===== src/rtl/kptl_pkg.sv =====
`default_nettype none
// ----------------------------------------------------------------------------
// kptl_pkg
// Shared types and constants of the kerning pair table lookup block.
// ----------------------------------------------------------------------------
package kptl_pkg;

	// Input kinds as carried on tuser
	localparam logic CMD_WRITE = 1'b0;
	localparam logic CMD_GLYPH = 1'b1;

	// Configuration register indexes
	localparam logic REG_TABLE_LENGTH = 1'b0;
	localparam logic REG_SCALE        = 1'b1;

	localparam logic [23:0] SCALE_RESET = 24'h01_0000;

	// Table layout, in bytes
	localparam int HDR_BYTES        = 4;
	localparam int SUBHDR_BYTES     = 6;
	localparam int SEARCH_HDR_BYTES = 8;
	localparam int PAIR_BYTES       = 6;

	localparam int TADDR_W = 34;
	localparam int ADJ_W   = 48;
	localparam int PROD_W  = 41;

	typedef logic [TADDR_W-1:0] taddr_t;

	typedef enum logic {
		JOB_WRITE,
		JOB_GLYPH
	} job_kind_t;

	typedef struct packed {
		job_kind_t   kind;
		logic [15:0] addr;
		logic [7:0]  data;
		logic        has_pair;
		logic [15:0] g1;
		logic [15:0] g2;
		logic        is_final;
	} job_t;

	typedef enum logic [4:0] {
		S_IDLE,
		S_START,
		S_RD0,
		S_RD1,
		S_RD2,
		S_NTAB,
		S_WALK,
		S_SUBLEN,
		S_COV,
		S_NPAIRS,
		S_PROBE,
		S_KEYHI,
		S_KEYLO,
		S_VAL,
		S_ACC,
		S_EMIT_PAIR,
		S_EMIT_FINAL
	} state_t;

endpackage
`default_nettype wire


===== src/rtl/kptl_fifo.sv =====
`default_nettype none
// ----------------------------------------------------------------------------
// kptl_fifo
// Short job queue between the front and the back.
// ----------------------------------------------------------------------------
module kptl_fifo
	import kptl_pkg::*;
#(
	parameter int DEPTH = 4
) (
	input  wire logic clk,
	input  wire logic arst_n,
	input  wire logic push,
	input  job_t      push_job,
	output logic      full,
	input  wire logic pop,
	output logic      not_empty,
	output job_t      head
);

	localparam int PW = (DEPTH > 1) ? $clog2(DEPTH) : 1;
	localparam int CW = $clog2(DEPTH + 1);

	job_t          slot_q [DEPTH];
	logic [PW-1:0] wr_ptr_q;
	logic [PW-1:0] rd_ptr_q;
	logic [CW-1:0] count_q;

	assign full      = (count_q == CW'(DEPTH));
	assign not_empty = (count_q != '0);
	assign head      = slot_q[rd_ptr_q];

	always_ff @(posedge clk) begin
		if (push) begin
			slot_q[wr_ptr_q] <= push_job;
		end
	end

	always_ff @(posedge clk or negedge arst_n) begin
		if (!arst_n) begin
			wr_ptr_q <= '0;
			rd_ptr_q <= '0;
			count_q  <= '0;
		end else begin
			if (push) begin
				wr_ptr_q <= (wr_ptr_q == PW'(DEPTH - 1)) ? '0 : wr_ptr_q + 1'b1;
			end
			if (pop) begin
				rd_ptr_q <= (rd_ptr_q == PW'(DEPTH - 1)) ? '0 : rd_ptr_q + 1'b1;
			end
			if (push && !pop) begin
				count_q <= count_q + 1'b1;
			end else if (pop && !push) begin
				count_q <= count_q - 1'b1;
			end
		end
	end

endmodule
`default_nettype wire


===== config.mk =====
export PLATFORM = sky130hd
export DESIGN_NAME = kptl_fifo
export DESIGN_NICKNAME = d
export VERILOG_FILES = /design/src/rtl/kptl_pkg.sv /design/src/rtl/kptl_fifo.sv
export SDC_FILE = /design/constraint.sdc
export NUM_CORES = 1
export LEC_CHECK = 0
export ABC_CLOCK_PERIOD_IN_PS = 3100
export BUFFER_PORTS_ARGS = -buffer_cell sky130_fd_sc_hd__buf_4
export CAP_MARGIN = 10
export CORE_MARGIN = 1
export CORE_UTILIZATION = 50
export CTS_BUF_LIST = sky130_fd_sc_hd__clkbuf_8
export DETAILED_ROUTE_END_ITERATION = 12
export PLACE_DENSITY = 0.71
export SETUP_SLACK_MARGIN = 0.15
export SYNTH_ARGS = -nofsm -noshare
export SYNTH_HDL_FRONTEND = slang
export SYNTH_SLANG_ARGS = --single-unit

===== constraint.sdc =====
create_clock -name clk -period 3.1 [get_ports clk]
set_clock_uncertainty 0.05 [all_clocks]
set_input_delay 0.155 -clock clk [delete_from_list [all_inputs] [get_ports clk]]
set_output_delay 0.155 -clock clk [all_outputs]
set_load 0.03 [all_outputs]

==> run metrics <==
run status complete, no violations; Top FF cell, synth edfxtp_1; most frequent cell after synthesis edfxtp_1; Clock Path Buffers 3; largest cells by area after synthesis edfxtp_1 79%, mux4_2 15%, dfrtp_1 1.9%; final WL between 15,000 and 20,000 um; post-synth cell types 20; final core occ about two thirds; CTS Buf Count 40; clock transition at the registers of the reported paths about 0.06 ns; leading area contributor after synthesis edfxtp_1; VDD IR-drop max between 0.0006 and 0.0007 V; async set-reset flop share out of synthesis approximately 2.9%; grt ovf 0; MaxCap Viol Count 0; Hold WC Path Type in -> reg; Sink Count 243; diodes inserted 0; Logic pwr share between 30% and 40%; final setup violating endpoints 0; Power Internal 0.00715 W; largest net degree at the start of global routing 60; first-pass GRT wire length 24,800 um; vias in the first global route 4,797; syn_nets between 400 and 500; Area Growth Syn to Fin 27.2%; combinational family with the most area after synthesis multiplexers; Worst-Margin Slew 0.928 ns; post-route ant nets 0; WL/cell approximately 19 um; Post-Synth Simple-Gate Area less than 1%; core area around 17,000 um^2; Global Route Usage Sum 18.3%; switching power roughly 0.0036 W; Post-CTS Resized 0; die width ~140 um; synthesized instance count ~350; Post-synth EDFFs roughly 240; via count 4,229; Setup Crit Path Kind reg -> out; Placed Area 10,100 um^2; Worst Path Arrival between 2 and 2.5 ns; synthesized area per cell 26.0 um^2; initial antenna violation count 0; fin nets 633; Pleak around 4.1 nW; Die Ht ~140 um; synth warn 0; share of cells above drive strength 1 about two fifths; post-synthesis compound-gate area fraction less than 1%; number of synthesized register bits 243; synthesized area 9000 um^2; hold slack ~0.33 ns; Clock Latency Late Sink 0.51 ns; Final Cycle Share between 80% and 90%; Pwr Density between 900 and 1000 nW/um^2; Synth top area share between 70% and 80%; DRC errors left 0; Rows 48; sw frac ~33%; Max Clk Rate ~380 MHz; Sequential Power Share a little over two fifths; htree depth 2; DR pass1 iterations 4; RSZ-0062 raised after global routing no; Final Cell Area ~11,000 um^2; post-synthesis adder-cell area fraction 1.06%; synth cell count leaders 236 x edfxtp_1, 58 x mux4_2, 7 x dfrtp_1; root buf cell clkbuf_8; multiplexer share of the synthesized area 15.2%; Slew Viols, Final 0; critical path capture point type output port; Final Wtd Congestion 0.679; hpwl dp roughly 8500 um; WP data required between 2 and 3 ns; Die ar. between 15,000 and 20,000 um^2; Seq/Total Area, Yosys around 81%; IO Count around 120; CP max FO 27; Starting Density around half; Final Hold Vio Count 0; Sum Neg Setup Slack 0 ns; initial DRC count 270; max_slew headroom between 30% and 40%; XOR/XNOR share of the synthesized area less than 1%; vias per inst between 5 and 6; Clock power frac between 20% and 30%; min Tclk post-route about 2.6 ns; CTS tree done; PortBufs around 120; CP Launch Type flop
## worst paths after layout
check / from / end / slack, ns / cells past startpoint
min: push_job[34] / slot_q[3][34] / 0.33 / 2
max in group asynchronous: arst_n / rd_ptr_q[0] / 2.14 / 3
max: rd_ptr_q[0] / head[32] / 0.49 / 3
min in group asynchronous: arst_n / rd_ptr_q[0] / 0.57 / 3
max reg2reg: wr_ptr_q[0] / slot_q[0][34] / 1.19 / 3
min reg2reg: count_q[2] / count_q[2] / 0.43 / 1
## power groups by stage
stage | logic, W | registers (W) | clock network (W)
2_1_floorplan | 0.00278 | 0.00440 | 0
3_3_place_gp | 0.00366 | 0.00459 | 0
3_5_place_dp | 0.00369 | 0.00462 | 0
4_1_cts | 0.00376 | 0.00456 | 0.00254
5_1_grt | 0.00393 | 0.00461 | 0.00267
6_report | 0.00369 | 0.00453 | 0.00247
## state kept, by name, indices dropped and copies added (netlist names)
| name | count |
|---|---|
| rd_ptr_q | 2 |
| slot_q | 236 |
| wr_ptr_q | 2 |
| count_q | 3 |
## per-layer routing
layer	up-vias	GRT usage [%]	routed length [um]
li1	1917	-	-
met1	2152	22.0	6520
met2	130	31.9	8030
met3	30	4.55	933
met4	0	6.73	354
met5	-	0	0
## what timing repair did
| item | 4_1_cts | 5_1_grt |
|---|---|---|
| setup buffers | 0 | 0 |
| hold buffers | 63 | 0 |
| endpoints found under the hold margin | 247 | 0 |
## cell usage in the layout (no fill, tap or decap), types with 2 or more instances in the layout
cell type	instances
buf_12	2
edfxtp_1	236
o21ai_0	2
xor2_1	2
mux2_2	3
dfrtp_1	5
inv_1	21
clkbuf_8	44
dlygate4sd3_1	63
ha_1	6
clkinv_1	6
and2_4	4
nand2_1	2
nor2_1	3
mux4_2	58
clkinv_2	5
buf_4	124
## worst max-delay path, cell delays in order, from the launching register on
cell and delay, ns:
dfrtp_4 0.75, buf_4 0.37, mux4_2 0.57, buf_4 0.19
## area by class of cell
class	count	area [um^2]
Sequential cell	243	7270
Fill cell	1175	5970
Timing Repair Buffer	189	1600
Multi-Input combinational cell	85	1570
Clock buffer	44	606
Tap cell	225	282
Clock inverter	28	111
Inverter	4	15.0
## kinds of logic (layout without fill, tap and decap cells)
kind of cell,after synthesis,count (layout)
multiplexers,62,62
flip-flops,243,243
AO/OA/AOI/OAI,2,2
adder cells (fa/ha/maj),7,7
XOR/XNOR,3,3
AND/OR/NAND/NOR,11,11
buffers and inverters,18,265
## metrics by stage
stage	power (W)	instances	worst slack, ns
detailed placement	0.00831	683	0.941
global placement	0.00825	683	0.965
floorplan	0.00717	346	0.610
CTS	0.0109	818	0.376
global route	0.0112	818	0.289
finish	0.0107	818	0.489
No activity file was read; power rests on OpenSTA's default activity.
