### src/rtl/kptl_pkg.sv
`default_nettype none
// ----------------------------------------------------------------------------
// kptl_pkg
// Shared types and constants of the kerning pair table lookup block.
// ----------------------------------------------------------------------------
package kptl_pkg;

	// Input kinds as carried on tuser
	localparam logic CMD_WRITE = 1'b0;
	localparam logic CMD_GLYPH = 1'b1;

	// Configuration register indexes
	localparam logic REG_TABLE_LENGTH = 1'b0;
	localparam logic REG_SCALE        = 1'b1;

	localparam logic [23:0] SCALE_RESET = 24'h01_0000;

	// Table layout, in bytes
	localparam int HDR_BYTES        = 4;
	localparam int SUBHDR_BYTES     = 6;
	localparam int SEARCH_HDR_BYTES = 8;
	localparam int PAIR_BYTES       = 6;

	localparam int TADDR_W = 34;
	localparam int ADJ_W   = 48;
	localparam int PROD_W  = 41;

	typedef logic [TADDR_W-1:0] taddr_t;

	typedef enum logic {
		JOB_WRITE,
		JOB_GLYPH
	} job_kind_t;

	typedef struct packed {
		job_kind_t   kind;
		logic [15:0] addr;
		logic [7:0]  data;
		logic        has_pair;
		logic [15:0] g1;
		logic [15:0] g2;
		logic        is_final;
	} job_t;

	typedef enum logic [4:0] {
		S_IDLE,
		S_START,
		S_RD0,
		S_RD1,
		S_RD2,
		S_NTAB,
		S_WALK,
		S_SUBLEN,
		S_COV,
		S_NPAIRS,
		S_PROBE,
		S_KEYHI,
		S_KEYLO,
		S_VAL,
		S_ACC,
		S_EMIT_PAIR,
		S_EMIT_FINAL
	} state_t;

endpackage
`default_nettype wire

### src/rtl/kptl_front.sv
`default_nettype none
// ----------------------------------------------------------------------------
// kptl_front
// Accepts input beats, keeps the held glyph and turns each beat into a job.
// ----------------------------------------------------------------------------
module kptl_front
	import kptl_pkg::*;
(
	input  wire logic        clk,
	input  wire logic        arst_n,
	input  wire logic        s_axis_tvalid,
	output logic             s_axis_tready,
	input  wire logic [39:0] s_axis_tdata,
	input  wire logic        s_axis_tuser,
	input  wire logic        s_axis_tlast,
	input  wire logic        q_full,
	output logic             q_push,
	output job_t             q_job
);

	logic [15:0] held_glyph_q;
	logic        held_valid_q;
	logic        accept;
	logic [15:0] glyph;

	assign s_axis_tready = !q_full;
	assign accept        = s_axis_tvalid && s_axis_tready;
	assign q_push        = accept;
	assign glyph         = s_axis_tdata[39:24];

	always_comb begin
		q_job.kind     = (s_axis_tuser == CMD_WRITE) ? JOB_WRITE : JOB_GLYPH;
		q_job.addr     = s_axis_tdata[15:0];
		q_job.data     = s_axis_tdata[23:16];
		q_job.has_pair = held_valid_q;
		q_job.g1       = held_glyph_q;
		q_job.g2       = glyph;
		q_job.is_final = s_axis_tlast;
	end

	always_ff @(posedge clk or negedge arst_n) begin
		if (!arst_n) begin
			held_glyph_q <= '0;
			held_valid_q <= 1'b0;
		end else if (accept && s_axis_tuser == CMD_GLYPH) begin
			if (s_axis_tlast) begin
				held_glyph_q <= '0;
				held_valid_q <= 1'b0;
			end else begin
				held_glyph_q <= glyph;
				held_valid_q <= 1'b1;
			end
		end
	end

endmodule
`default_nettype wire

### config.mk
export PLATFORM = sky130hd
export DESIGN_NAME = kptl_front
export DESIGN_NICKNAME = d
export VERILOG_FILES = /design/src/rtl/kptl_pkg.sv /design/src/rtl/kptl_front.sv
export SDC_FILE = /design/constraint.sdc
export NUM_CORES = 1
export LEC_CHECK = 0
export ABC_AREA = 1
export BUFFER_PORTS_ARGS = -buffer_cell sky130_fd_sc_hd__buf_4
export CORE_ASPECT_RATIO = 0.5
export CORE_MARGIN = 2
export CORE_UTILIZATION = 37
export DETAILED_ROUTE_END_ITERATION = 6
export MAX_ROUTING_LAYER = met4
export PLACE_DENSITY = 0.87
export RECOVER_POWER = 50
export SYNTH_ARGS = -nofsm -noshare
export SYNTH_HDL_FRONTEND = slang
export SYNTH_SLANG_ARGS = --single-unit
### constraint.sdc
create_clock -name clk -period 0.8 [get_ports clk]
set_input_delay 0.04 -clock clk [delete_from_list [all_inputs] [get_ports clk]]
set_output_delay 0.04 -clock clk [all_outputs]
set_load 0.05 [all_outputs]
==> results of run 1 <==
-- kinds of logic (layout without fill, tap and decap cells) --
logic type    Yosys count  count (layout)  synth area share, %
buf+inv                68              89                 38.1
flops                  17              17                 36.2
simple gates           69              69                 25.7
-- per-layer routing --
layer / share of wire (%) / track usage (%) / vias to the layer above
met1: 37 / 18.9 / 440
met5: 0 / - / -
met2: 52 / 24.0 / 54
met4: 2.0 / 8.71 / 0
li1: - / - / 456
met3: 8.6 / 3.05 / 12
-- worst min-delay path by stage --
stage,end,slack (ns),depth (start not counted)
6_report,q_job[35],0.08,0
5_1_grt,q_job[38],0.08,0
4_1_cts,q_job[53],0.08,0
3_5_place_dp,held_glyph_q[5]$_DFFE_PN0P_,-0.08,1
3_3_place_gp,held_glyph_q[5]$_DFFE_PN0P_,-0.09,1
2_1_floorplan,held_glyph_q[0]$_DFFE_PN0P_,-0.26,0
-- cell type report --
type                       count  share of cell area [%]
sequential                    17                    30.9
clock buffer                   4                    3.13
timing repair buffer          66                    36.6
inverter                      19                    4.95
tap                           40                    3.47
multi-input combinational     69                    20.9
-- through the flow --
step / std cells / worst slack [ns] / hold WS, ns / power, mW
floorplan: 154 / 0.0179 / -0.256 / 2.25
global placement: 207 / 0.119 / -0.0916 / 2.26
detailed placement: 207 / 0.0813 / -0.0848 / 2.28
CTS: 214 / -0.0675 / 0.0803 / 3.03
global route: 215 / -0.0892 / 0.0801 / 3.12
finish: 215 / -0.0722 / 0.0800 / 3.00
-- state kept, by name, indices dropped and copies added (netlist names) --
name,flops
held_glyph_q,16
held_valid_q,1
-- cell usage in the layout, fill, tap and decap left out --
| master | n |
|---|---|
| nand2_1 | 34 |
| buf_4 | 33 |
| nand3_1 | 17 |
| inv_1 | 16 |
| nor2_1 | 16 |
| dfrtp_2 | 16 |
| buf_6 | 16 |
| clkbuf_1 | 13 |
| inv_2 | 3 |
| clkbuf_8 | 3 |
| clkbuf_2 | 2 |
| nor2_4 | 1 |
| nand3_4 | 1 |
| dfrtp_1 | 1 |
| dlygate4sd3_1 | 1 |
| buf_8 | 1 |
| buf_12 | 1 |
-- Yosys cell counts --
master / n
nor2_4: 1
nor2_1: 16
buf_2: 1
buf_6: 3
buf_4: 44
inv_2: 3
dfrtp_1: 17
nand2_1: 34
nand3_4: 1
nand3_1: 17
inv_1: 16
clkbuf_4: 1
-- where the power goes --
group	internal [mW]	switching, mW	leakage [nW]	total [mW]
combinational	0.433	0.847	0.578	1.28
sequential	0.990	0.0880	0.200	1.08
clock	0.354	0.286	0.0228	0.640
total	1.78	1.22	0.800	3.00
-- what timing repair did --
item                                   4_1_cts  5_1_grt
endpoints found under the hold margin       17        0
setup buffers                                2        1
pin swaps                                    0        1
setup endpoints to repair                   17       18
gates cloned                                 0        0
resized for setup                           18        0
hold buffers                                 1        0
==> flow_summary.yaml, run 1 <==
synthesis:
  ys_types: 12
  synth.top_cell.area_share_pct: 36.2
  synth_area_per_cell_um2: 7.63
  synth_nets: 200
  yosysWarnings: 0
  ys_ff_latch: 17
  syn-cell-area_um2: 1170
  ys_top_cells_by_area: "dfrtp_1, buf_4, nand2_1"
  synth_largest_area_cell: "dfrtp_1"
  yosysSeqAreaShare_pct: 36.2
  syn_inst: 154
drt:
  drc: 0
  vias: 962
  drt_iter0_drc: 41
  drt-pass1-iter-count: 4
  wire_per_inst_um: 12.6
  antenna_left: 0
  via_per_inst: 4.47
  totalWireLength_um: 2710
finish:
  multi_input_area_um2: 302
  final.fill_count: 278
  syn_to_final_growth_pct: 22.7
  drive_above_1_share_pct: 44.0
  final_nets: 222
  fin_area_um2: 1440
  postLayoutCoreUtil_pct: 47.8
  regArea_um2: 445
  n_antenna_cell: 0
setup_path:
  endpoint: "q_job[31]"
  reg2reg_depth: 3
  worstPathArrival_ns: 0.83
  r2r-start: "held_glyph_q[13]$_DFFE_PN0P_"
  crit_slowest_cell: "dfrtp_2"
  timing.rr.end: "held_glyph_q[13]$_DFFE_PN0P_"
  start_kind: "flip-flop"
  cp_slowest_stage_delay_ns: 0.42
  critPathCaptureType: "primary output"
  rrSetupSlack_ns: 0.03
  critical_path_cell_count: 1
  worstSetupPathType: "flip-flop to primary output"
  crit_fanout: 2
  crit_start: "held_glyph_q[14]$_DFFE_PN0P_"
  crit_required_ns: 0.76
  crit_chain: "buf_6"
  path_delay_family: "flip-flops"
  crit_buf_inv: 1
flow_run:
  maxCapViolations: 0
clocking:
  cts_max_level: 1
  clkSlewWorstSetupHoldPaths_ns: 0.06
  cts_root_buf: "clkbuf_8"
  insertion_delay_ns: 0.25
  cts_tree: "done"
  cts_made_buffers: 3
  cts_buffer_depth: 2
  clock_sinks: 17
min_path:
  min-delay-start: "s_axis_tdata[17]"
  hold_path.class: "input pin to primary output"
pwr:
  powerDensity_nw_per_um2: 2080
  power.leakage_nw: 0.800
  vdd_drop_max_mv: 0.719
floorplan:
  die-area_um2: 3670
  io_pins: 107
  core_um2: 3010
  start_util_pct: 39.0
  die_x_um: 83.7
  num_rows: 14
  die_h_um: 43.8
global_route:
  grt_pass1_wl_um: 4300
  grt_usage_pct: 15.3
  antenna_found_initial: 0
  first_global_vias: 927
  gr-total-overflow: 0
  grt_max_degree: 19
sta:
  hold_viol: 0
  tns_ns: -0.980
  fin_crit_sh_pct: 109
  period_minus_slack_ns: 0.872
  rsz0062_at_grt: "true"
  setup_ws_ns: -0.0722
  fmax_ghz: 1.15
  max-slew-margin-rel_pct: 60.0
  worstMarginPinSlew_ns: 0.602
  setup_viol: 17
  skew_ns: 0
  slew_viol_final: 0
outcome:
  status: "complete, but fails checks"
  violations: "setup timing"
place:
  io_buffers: 58
  gp_congestion: 0.716
  placed_area_um2: 1350
  hpwl_um: 1970
Note: power is estimated with default switching activity, not from simulation.
==> run 2: changes to the inputs <==
--- a/config.mk
+++ b/config.mk
@@ -11,7 +11,6 @@
 export CORE_MARGIN = 2
 export CORE_UTILIZATION = 37
 export DETAILED_ROUTE_END_ITERATION = 6
-export MAX_ROUTING_LAYER = met4
 export PLACE_DENSITY = 0.87
 export RECOVER_POWER = 50
 export SYNTH_ARGS = -nofsm -noshare
==> flow_summary.yaml, run 2 (synthesis results as in run 1) <==
outcome:
  status: "complete, but fails checks"
  violations: "setup timing"
finish:
  final_nets: 222
  final_cell_mix: "nand2_1, buf_4, nand3_1"
  final.fill_count: 278
  final_cells: 215
  multi_input_area_um2: 302
  layout_commonest_cell: "nand2_1"
  drive_above_1_share_pct: 44.0
  largest_register_ffs: 16
  n_antenna_cell: 0
  regArea_um2: 445
  top_register: "held_glyph_q"
  top_regs: "held_glyph_q x16, held_valid_q x1"
  syn_to_final_growth_pct: 22.7
flow_run:
  maxCapViolations: 0
global_route:
  grt.met3_usage_pct: 3.81
  antenna_found_initial: 0
  busiest_layer: "met2"
  grt_use_met2_pct: 24.0
  grt_usage_pct: 14.8
  grt_pass1_wl_um: 4290
  grt_max_degree: 19
  gr-total-overflow: 0
  use_met1_pct: 18.4
  first_global_vias: 927
sta:
  slew_viol_final: 0
  setup_viol: 17
  fin_crit_sh_pct: 109
  hold_viol: 0
  period_minus_slack_ns: 0.869
  setup_ws_ns: -0.0688
  tns_ns: -0.981
  fmax_ghz: 1.15
  worstMarginPinSlew_ns: 0.605
  skew_ns: 0
  rsz0062_at_grt: "true"
  max-slew-margin-rel_pct: 59.9
place:
  gp_congestion: 0.708
  io_buffers: 58
  post-place-ws_ns: 0.0813
  dpl.cell_count: 207
  hpwl_um: 1970
setup_path:
  worstSetupPathType: "flip-flop to primary output"
  critPathCaptureType: "primary output"
  r2r-start: "held_glyph_q[13]$_DFFE_PN0P_"
  crit_buf_inv: 1
  crit_required_ns: 0.76
  cp_slowest_stage_delay_ns: 0.42
  crit_fanout: 2
  start_kind: "flip-flop"
  rrSetupSlack_ns: 0.03
  crit_slowest_cell: "dfrtp_2"
  path_delay_family: "flip-flops"
  crit_chain: "buf_6"
  worstPathArrival_ns: 0.83
  crit_start: "held_glyph_q[10]$_DFFE_PN0P_"
drt:
  wire_per_inst_um: 12.5
  drt_iter0_drc: 41
  via_per_inst: 4.49
  drt-pass1-iter-count: 5
  antenna_left: 0
  drc: 0
  totalWireLength_um: 2700
  vias: 966
min_path:
  hold_path.class: "input pin to primary output"
  min-delay-start: "s_axis_tdata[17]"
clocking:
  cts_buffer_depth: 2
  clkSlewWorstSetupHoldPaths_ns: 0.06
  clock_sinks: 17
  cts_made_buffers: 3
  cts_tree: "done"
  insertion_delay_ns: 0.25
  cts_max_level: 1
  cts_root_buf: "clkbuf_8"
floorplan:
  io_pins: 107
  die_x_um: 83.7
  die-area_um2: 3670
  core_um2: 3010
  start_util_pct: 39.0
  num_rows: 14
  die_h_um: 43.8
pwr:
  vdd_drop_max_mv: 0.719
  power.leakage_nw: 0.800
  powerDensity_nw_per_um2: 2080
  power.total_mw: 3.00
[run 2: area by class of cell]
cell class / instances / share of cell area [%]
inverters: 19 / 4.95
repair buffers: 66 / 36.6
multi-input cells: 69 / 20.9
clock buffers: 4 / 3.13
well taps: 40 / 3.47
flip-flops and latches: 17 / 30.9
[run 2: what timing repair did]
item	CTS	global route
pin swaps	0	1
cloned	0	0
hold buffers	1	0
hold endpoints to repair	17	0
setup endpoints to repair	17	18
gates resized for setup	18	0
setup buffers	2	1
[run 2: where the power goes]
part / switching (mW) / internal (mW)
logic: 0.846 / 0.433
clock network: 0.288 / 0.354
registers: 0.0874 / 0.990
total: 1.22 / 1.78
[run 2: per-layer routing]
metal  routed length, µm  vias up
met4                  85        0
met1                 965      436
li1                    -      456
met2                1400       56
met3                 249       18
met5                   0        -
[run 2: path summary, 6_finish.rpt]
kind / endpoint / cells after the start
setup / recovery: q_job[27] / 1
hold / removal: q_job[35] / 0
setup reg to reg: held_glyph_q[13]$_DFFE_PN0P_ / 3
hold reg to reg: held_glyph_q[9]$_DFFE_PN0P_ / 2
max in group asynchronous: held_glyph_q[2]$_DFFE_PN0P_ / 2
min in group asynchronous: held_glyph_q[13]$_DFFE_PN0P_ / 2
[run 2: per-stage QoR]
step                      hold WS [ns]  cell area, µm²  utilization [%]
after floorplan                 -0.256            1190                -
after global placement         -0.0916            1350             44.7
after detailed placement       -0.0848            1350             44.7
after CTS                       0.0803            1480             49.3
after global routing            0.0801            1440             47.8
final                           0.0800            1440             47.8
[run 2: worst register-to-register path: stages, from the launching register on]
cell	delay, ns
dfrtp_2	0.41
buf_4	0.14
nand2_1	0.06
nand2_1	0.06
==> run 3: changes to the inputs <==
--- a/config.mk
+++ b/config.mk
@@ -7,11 +7,13 @@
 export LEC_CHECK = 0
 export ABC_AREA = 1
 export BUFFER_PORTS_ARGS = -buffer_cell sky130_fd_sc_hd__buf_4
+export CELL_PAD_IN_SITES_DETAIL_PLACEMENT = 0
+export CELL_PAD_IN_SITES_GLOBAL_PLACEMENT = 1
 export CORE_ASPECT_RATIO = 0.5
 export CORE_MARGIN = 2
-export CORE_UTILIZATION = 37
+export CORE_UTILIZATION = 24
 export DETAILED_ROUTE_END_ITERATION = 6
-export PLACE_DENSITY = 0.87
+export PLACE_DENSITY = 0.88
 export RECOVER_POWER = 50
 export SYNTH_ARGS = -nofsm -noshare
 export SYNTH_HDL_FRONTEND = slang
==> flow_summary.yaml, run 3 (synthesis results as in run 1) <==
outcome:
  status: "complete, but fails checks"
  violations: "setup timing"
setup_path:
  crit_buf_inv: 1
  cp_slowest_stage_delay_ns: 0.42
  start_kind: "flip-flop"
  path_delay_family: "flip-flops"
  rrSetupSlack_ns: 0.04
  endpoint: "q_job[29]"
  timing.rr.end: "held_glyph_q[7]$_DFFE_PN0P_"
  r2r-start: "held_glyph_q[7]$_DFFE_PN0P_"
  crit_fanout: 2
  crit_start: "held_glyph_q[12]$_DFFE_PN0P_"
  critPathCaptureType: "primary output"
  crit_required_ns: 0.76
  worstSetupPathType: "flip-flop to primary output"
  critical_path_cell_count: 1
  worstPathArrival_ns: 0.82
  reg2reg_depth: 3
  crit_chain: "buf_6"
  crit_slowest_cell: "dfrtp_2"
flow_run:
  maxCapViolations: 0
sta:
  setup_viol: 17
  max-slew-margin-rel_pct: 60.0
  slew_viol_final: 0
  period_minus_slack_ns: 0.862
  skew_ns: 0
  fin_crit_sh_pct: 108
  fmax_ghz: 1.16
  worstMarginPinSlew_ns: 0.603
  tns_ns: -0.838
  hold_viol: 0
  rsz0062_at_grt: "true"
  setup_ws_ns: -0.0617
clocking:
  cts_buffer_depth: 2
  clock_sinks: 17
  insertion_delay_ns: 0.24
  cts_root_buf: "clkbuf_8"
  cts_max_level: 1
  clkSlewWorstSetupHoldPaths_ns: 0.06
  cts_made_buffers: 3
  cts_tree: "done"
floorplan:
  die_x_um: 103
  io_pins: 107
  start_util_pct: 25.8
  die_h_um: 53.5
  core_um2: 4550
  die-area_um2: 5500
  num_rows: 17
min_path:
  min-delay-start: "s_axis_tdata[18]"
  whs_path_depth: 0
  hold_path.class: "input pin to primary output"
place:
  gp_congestion: 0.685
  post-place-ws_ns: 0.0844
  io_buffers: 58
  hpwl_um: 2150
global_route:
  gr-total-overflow: 0
  grt_max_degree: 19
  grt_pass1_wl_um: 4120
  first_global_vias: 871
  grt_usage_pct: 10.1
  antenna_found_initial: 0
finish:
  n_antenna_cell: 0
  top_regs: "held_glyph_q x16, held_valid_q x1"
  syn_to_final_growth_pct: 26.4
  final_nets: 224
  layout_commonest_cell: "buf_4"
  postLayoutCoreUtil_pct: 32.6
  final.fill_count: 506
  drive_above_1_share_pct: 44.6
  largest_register_ffs: 16
  top_register: "held_glyph_q"
  final_cell_mix: "buf_4, nand2_1, nand3_1, buf_6"
drt:
  drc: 0
  vias: 920
  via_per_inst: 3.79
  drt-pass1-iter-count: 4
  antenna_left: 0
  drt_iter0_drc: 25
  totalWireLength_um: 2730
  wire_per_inst_um: 11.2
pwr:
  vdd_drop_max_mv: 0.609
  power.total_mw: 2.98
  powerDensity_nw_per_um2: 2000
  power.leakage_nw: 0.809
[run 3: through the flow]
step | std cells | cell area (µm²) | hold slack (ns)
after floorplan | 154 | 1190 | -0.256
after global placement | 234 | 1390 | -0.0881
after detailed placement | 234 | 1390 | -0.0879
after CTS | 240 | 1510 | 0.0803
after global routing | 243 | 1490 | 0.0801
final | 243 | 1490 | 0.0800
[run 3: cell type report]
class	instances	area (µm²)	share of cell area [%]
Clock buffer	4	45.0	3.03
Tap cell	66	82.6	5.56
Multi-Input combinational cell	69	302	20.3
Sequential cell	17	445	30.0
Inverter	19	71.3	4.80
Timing Repair Buffer	68	539	36.3
[run 3: layer usage]
| metal | up-vias | global-route usage [%] | wire length, µm |
|---|---|---|---|
| met5 | - | 0 | 0 |
| met4 | 0 | 5.26 | 48 |
| met3 | 10 | 3.57 | 230 |
| met2 | 32 | 16.6 | 1300 |
| met1 | 417 | 11.7 | 1150 |
| li1 | 461 | - | - |
[run 3: worst min path at each step]
stage,end,slack (ns)
6_report,q_job[36],0.08
4_1_cts,q_job[42],0.08
2_1_floorplan,held_glyph_q[0]$_DFFE_PN0P_,-0.26
5_1_grt,q_job[44],0.08
3_3_place_gp,held_glyph_q[4]$_DFFE_PN0P_,-0.09
3_5_place_dp,held_glyph_q[4]$_DFFE_PN0P_,-0.09
[run 3: power by group]
group | internal [mW] | switching (mW)
Clock | 0.353 | 0.262
Combinational | 0.441 | 0.844
Sequential | 0.990 | 0.0859
Total | 1.78 | 1.19
[run 3: timing repair]
item | 4_1_cts | 5_1_grt
endpoints found under the setup margin | 17 | 17
setup buffers | 1 | 3
hold buffers | 1 | 0
resized for setup | 17 | 0
hold endpoints to repair | 17 | 0
